File: config.mk
export PLATFORM = sky130hd
export DESIGN_NAME = pcfl_head_store
export DESIGN_NICKNAME = d
export VERILOG_FILES = /design/src/rtl/core/pcfl_pkg.sv /design/src/rtl/core/pcfl_head_store.sv
export SDC_FILE = /design/constraint.sdc
export NUM_CORES = 1
export LEC_CHECK = 0
export ABC_AREA = 1
export BUFFER_PORTS_ARGS = -buffer_cell sky130_fd_sc_hd__buf_2
export CORE_MARGIN = 2
export CORE_UTILIZATION = 50
export DETAILED_ROUTE_END_ITERATION = 8
export HOLD_SLACK_MARGIN = 0.12
export PLACE_DENSITY = 0.7
export SETUP_SLACK_MARGIN = 0.2
export SYNTH_ARGS = -nofsm -noshare
export SYNTH_HDL_FRONTEND = slang
export SYNTH_SLANG_ARGS = --single-unit
File: constraint.sdc
create_clock -name i_clk -period 2.15 [get_ports i_clk]
set_input_delay 0.1075 -clock i_clk [delete_from_list [all_inputs] [get_ports i_clk]]
set_output_delay 0.1075 -clock i_clk [all_outputs]
set_load 0.01 [all_outputs]
File: src/rtl/core/pcfl_pkg.sv
// Shared codes, field widths and control types for the per-class free list stack.
package pcfl_pkg;

    localparam int OP_W     = 2;
    localparam int CLASS_W  = 8;
    localparam int HANDLE_W = 16;
    localparam int COUNT_W  = 7;
    localparam int STATUS_W = 2;

    typedef enum logic [OP_W-1:0] {
        OP_PUSH      = 2'd0,
        OP_POP_ONE   = 2'd1,
        OP_POP_RANGE = 2'd2,
        OP_BAD       = 2'd3
    } t_op;

    typedef enum logic [STATUS_W-1:0] {
        ST_OK     = 2'd0,
        ST_EMPTY  = 2'd1,
        ST_REJECT = 2'd2,
        ST_RSVD   = 2'd3
    } t_status;

    // Strobes into a store with one write and one registered read port.
    typedef struct packed {
        logic wr_en;
        logic rd_en;
    } t_mem_ctl;

endpackage

File: src/rtl/core/pcfl_head_store.sv
// List head store: one entry per class, valid bits give empty lists after reset.
module pcfl_head_store import pcfl_pkg::*; #(
    parameter int  CLASS_COUNT = 16,
    parameter int  HANDLE_BITS = 16,
    localparam int CIDX_W      = (CLASS_COUNT > 1) ? $clog2(CLASS_COUNT) : 1
) (
    input  logic                   i_clk,
    input  logic                   i_rst_n,
    input  t_mem_ctl               i_ctl,
    input  logic [CIDX_W-1:0]      i_wr_addr,
    input  logic [HANDLE_BITS-1:0] i_wr_data,
    input  logic [CIDX_W-1:0]      i_rd_addr,
    output logic [HANDLE_BITS-1:0] o_rd_data
);

    logic [HANDLE_BITS-1:0] r_mem [0:CLASS_COUNT-1];
    logic [CLASS_COUNT-1:0] r_vld;
    logic [HANDLE_BITS-1:0] r_rd_data;
    logic                   r_rd_vld;

    always_ff @(posedge i_clk) begin
        if (!i_rst_n) begin
            r_vld    <= '0;
            r_rd_vld <= 1'b0;
        end else begin
            if (i_ctl.wr_en) begin
                r_vld[i_wr_addr] <= 1'b1;
            end
            if (i_ctl.rd_en) begin
                r_rd_vld <= r_vld[i_rd_addr];
            end
        end
    end

    always_ff @(posedge i_clk) begin
        if (i_ctl.wr_en) begin
            r_mem[i_wr_addr] <= i_wr_data;
        end
        if (i_ctl.rd_en) begin
            r_rd_data <= r_mem[i_rd_addr];
        end
    end

    // never-written head reads as null
    assign o_rd_data = r_rd_vld ? r_rd_data : '0;

endmodule

# Word level (Yosys, flattened, before mapping)
# Memories as Yosys holds them, arrays and structs flattened. A register that Yosys moved wholly into a read port is not among the register bits.
# Cells that the tools add are included.
[word_totals] reg_bits=17 ramBits=256 in_bits=28 elab_cells=15 mem_count=1
[op_classes] magnitude_cmp=3 muxes=7 bitwise=1 n_reduce_logical=1
[mem_list] name="r_mem" words=16 width=16 rd=1 rd_clocked_by_memory_dff=1 wr=1 line="pcfl_head_store.sv:16" source="logic [HANDLE_BITS-1:0] r_mem [0:CLASS_COUNT-1];"
[op_table] cell="$mux 16" n=1
[op_table] cell="$or 16x16->16" n=1
[op_table] cell="$lt 4x5->1 const B" n=2
[op_table] cell="$bmux 1 s4" n=1
[op_table] cell="$demux 1 s4" n=1
[op_table] cell="$ge 4x1->1 const B" n=1
[op_table] cell="$mux 1" n=4
[op_table] cell="$logic_and 1x1->1" n=1

# Logic depth before layout (Yosys ltp)
[depth] depth_word=5 depth_mapped=11 ltp_nobuf=9

# Least setup slack after synthesis
# No wires, ideal clock.
[synth_timing] kind="input port to flip-flop" start="in i_ctl[1] in the netlist's numbering" end="mem r_mem[12][0], enable pin" setup_ns=0.390 arrival_time_ns=1.128 path_slack_ns=0.632 cell_stages=4 path_cell_list="inv_1 > nor3_1 > inv_1 > nor2_1"
[synth_via] elab_chain_cells=2
[synth_lines] item="from (decl)" line="pcfl_head_store.sv:9" source="input t_mem_ctl i_ctl,"
[synth_lines] item="$mux 1" line="pcfl_head_store.sv:36" source="if (i_ctl.wr_en) begin"
[synth_lines] item="$mux 1 (not written as such)" line="pcfl_head_store.sv:37" source="r_mem[i_wr_addr] <= i_wr_data;"
[synth_lines] item="to (decl)" line="pcfl_head_store.sv:16"
# Every way passes these cells.

# Worst setup path after layout
[layout_timing] start="reg r_rd_vld" end="out o_rd_data[2]"
[layout_via] elab_chain_cells=1
[layout_lines] item="from (decl)" line="pcfl_head_store.sv:19" source="logic r_rd_vld;"
[layout_lines] item="from (signal assigned)" line="pcfl_head_store.sv:30" source="r_rd_vld <= r_vld[i_rd_addr];"
[layout_lines] item="$mux 16" line="pcfl_head_store.sv:45" source="assign o_rd_data = r_rd_vld ? r_rd_data : '0;"
[layout_lines] item="to (decl)" line="pcfl_head_store.sv:13" source="output logic [HANDLE_BITS-1:0] o_rd_data"
# Every way passes these cells.

==> out/summary.txt <==
highest clock rate -> 647.4 MHz
TNS Setup -> 0 ns
biggest area consumer among synthesized cells -> edfxtp_1
DRC -> 0
kind of critical path -> flop to output port
r2r setup slk -> 0.87 ns
initial antenna violation count -> 0
Die Footprint -> 0.02410 mm^2
fin area -> 0.01320 mm^2
first-pass GRT wire length -> 39700 um
clk root buf -> clkbuf_16
cts bufs inserted -> 28
Least-Margin Pin Slew -> 0.7150 ns
CTS H-tree depth -> 1
Routed wire per std cell -> 20.14 um
CP Data Required Time -> 2.04 ns
CP max FO -> 15
most numerous cell in the Yosys netlist -> edfxtp_1
via count -> 7216
total design power -> 12220 uW
# hold bufs at CTS -> 19
Routed Antenna Nets -> 0
CP delay by family, top -> buffers and inverters
Syn Inst Count -> 909
register area share after synthesis -> 0.7440
final WL -> 25920 um
Tcrit/Tclk final -> 0.7184
die width -> 155.2 um
largest net degree at the start of global routing -> 137
critical path cell sequence -> buf_4, nand2_1, inv_1, buf_2
CTS tree -> built
DP Area -> 0.01202 mm^2
Post-synth EDFFs -> 272
Core Region -> 0.02257 mm^2
GRT overflow -> 0
share of post-route cells with drive strength above 1 -> 0.1427
maxcap violations -> 0
port buffer count -> 43
Hold Crit Class -> primary input to flop
Placed Instances -> 1216
CP max stage delay -> 0.37 ns
DP HPWL -> 14260 um
slowest library cell on the worst path -> dfxtp_1
top cells by area, synth -> edfxtp_1, nor2_1, o21ai_0, o211ai_1, dfxtp_1
most frequent cells after synthesis -> edfxtp_1, nor2_1, o21ai_0
CTS Sinks -> 289
die extent in y -> 155.2 um
skew final -> 0.007872 ns
max_slew headroom -> 0.5204
Critical Path AT -> 1.44 ns
All-Layer GR Usage -> 0.2156
Clk Latency, worst-skew pair -> 0.54 ns
Longest Clk Path Bufs -> 3
Area Growth Syn to Fin -> 15.44%
Yosys reg bits -> 289
Met1 Wirelength -> 11190 um
Routability Congestion -> 0.7841
Avg Cell Area, Syn -> 12.58 um^2
FFs w/ async S/R, synth -> 0
synthesized cell area -> 0.01144 mm^2
Clock transition at path regs -> 0.06 ns
# resized after CTS -> 0
top-area cell type share of the netlist area -> 0.7142
I/O pin count -> 44
Peak VDD IR -> 540.1 uV
DR pass1 iterations -> 7
CP Launch Type -> flop
NumNets Final -> 1008
First DRT Iteration DRCs -> 635
wire length on met2 -> 12480 um
min Tclk post-route -> 1.545 ns
pwr dens -> 925.4 mW/mm^2
vias per cell -> 5.607
main flop type after synthesis -> edfxtp_1
vias in the first global route -> 6911
Initial Utilization -> 0.5067
Final Hold Viols -> 0
metal3 WL -> 1695 um
Ant. Diodes -> 0
leakage -> 0.004598 uW
syn nets -> 937
status -> completed
Warnings, synthesis -> 0
Slew Viols, Final -> 0
fillers -> 1780
Hold WS -> 0.2361 ns
Non-Filler Instances -> 1287
Buf/Inv on CP -> 3
Unique masters post-synth -> 22
std cell rows -> 55
CP endpoint kind -> output port
highest routed metal layer -> met4
RSZ-0062 raised after global routing -> no
Post-CTS Setup Inserts -> 0
Final setup viols -> 0
-- cell usage in the layout, fill, tap and decap left out, drive strengths merged --
master | synthesis | layout
nand3 | 47 | 47
clkbuf | 22 | 31
o211ai | 60 | 60
nand2 | 55 | 55
bufinv | 0 | 6
inv | 28 | 28
clkinvlp | 0 | 3
edfxtp | 272 | 272
nor3 | 2 | 2
nor2 | 236 | 236
o221ai | 4 | 4
o21ai | 128 | 128
clkinv | 2 | 14
dfxtp | 17 | 17
dlygate4sd3 | 0 | 19
buf | 34 | 78
o21a | 2 | 2
-- flip-flops by register name, summed over array words and instances (netlist names) --
| register | count |
|---|---|
| r_mem | 256 |
| r_rd_data | 16 |
| r_rd_vld | 1 |
| r_vld | 16 |
-- layer usage --
metal  vias up  track usage
li1       3401            -
met1      3512       0.3017
met2       256       0.3589
met3        47      0.02813
met4         0      0.06335
met5         -            0
-- logic make-up after synthesis --
| kind of cell | after synthesis | share of synthesized area |
|---|---|---|
| and+or+nand+nor | 340 | 0.1170 |
| DFF | 289 | 0.7440 |
| AOI/OAI and AO/OA | 194 | 0.09978 |
| buffers and inverters | 86 | 0.03928 |
-- cell type report --
type                            count  area [um^2]  area share
Inverter                           30        117.6    0.008909
Clock buffer                       31        733.2     0.05554
Timing Repair Buffer               97        708.2     0.05364
Clock inverter                     21        259.0     0.01962
Multi-Input combinational cell    534         2519      0.1908
Sequential cell                   289         8508      0.6445
Tap cell                          285        356.6     0.02701
-- report_power, final --
part	switching (uW)	total (uW)	internal [uW]
clock	2010	5180	3170
combinational	484	700	217
sequential	40.1	6340	6300
-- worst paths after layout --
path	cells after the start	from	to
hold / removal	4	i_rd_addr[3]	r_rd_data[10]
setup reg to reg	6	r_mem[5][14]	r_rd_data[14]
setup / recovery	4	r_rd_vld	o_rd_data[2]
hold reg to reg	1	r_vld[3]	r_vld[3]
-- tightest hold or removal path: stages --
cell	delay (ns)
buf_2	0.11
buf_4	0.23
nand3_1	0.12
nand2_1	0.04
-- per-stage QoR --
stage                 util  worst slack, ns
floorplan                -           0.6323
global placement    0.5325           0.6345
detailed placement  0.5325           0.5783
CTS                 0.5849           0.5681
global route        0.5849           0.5222
finish              0.5849           0.6054
(Power assumes the default switching activity.)
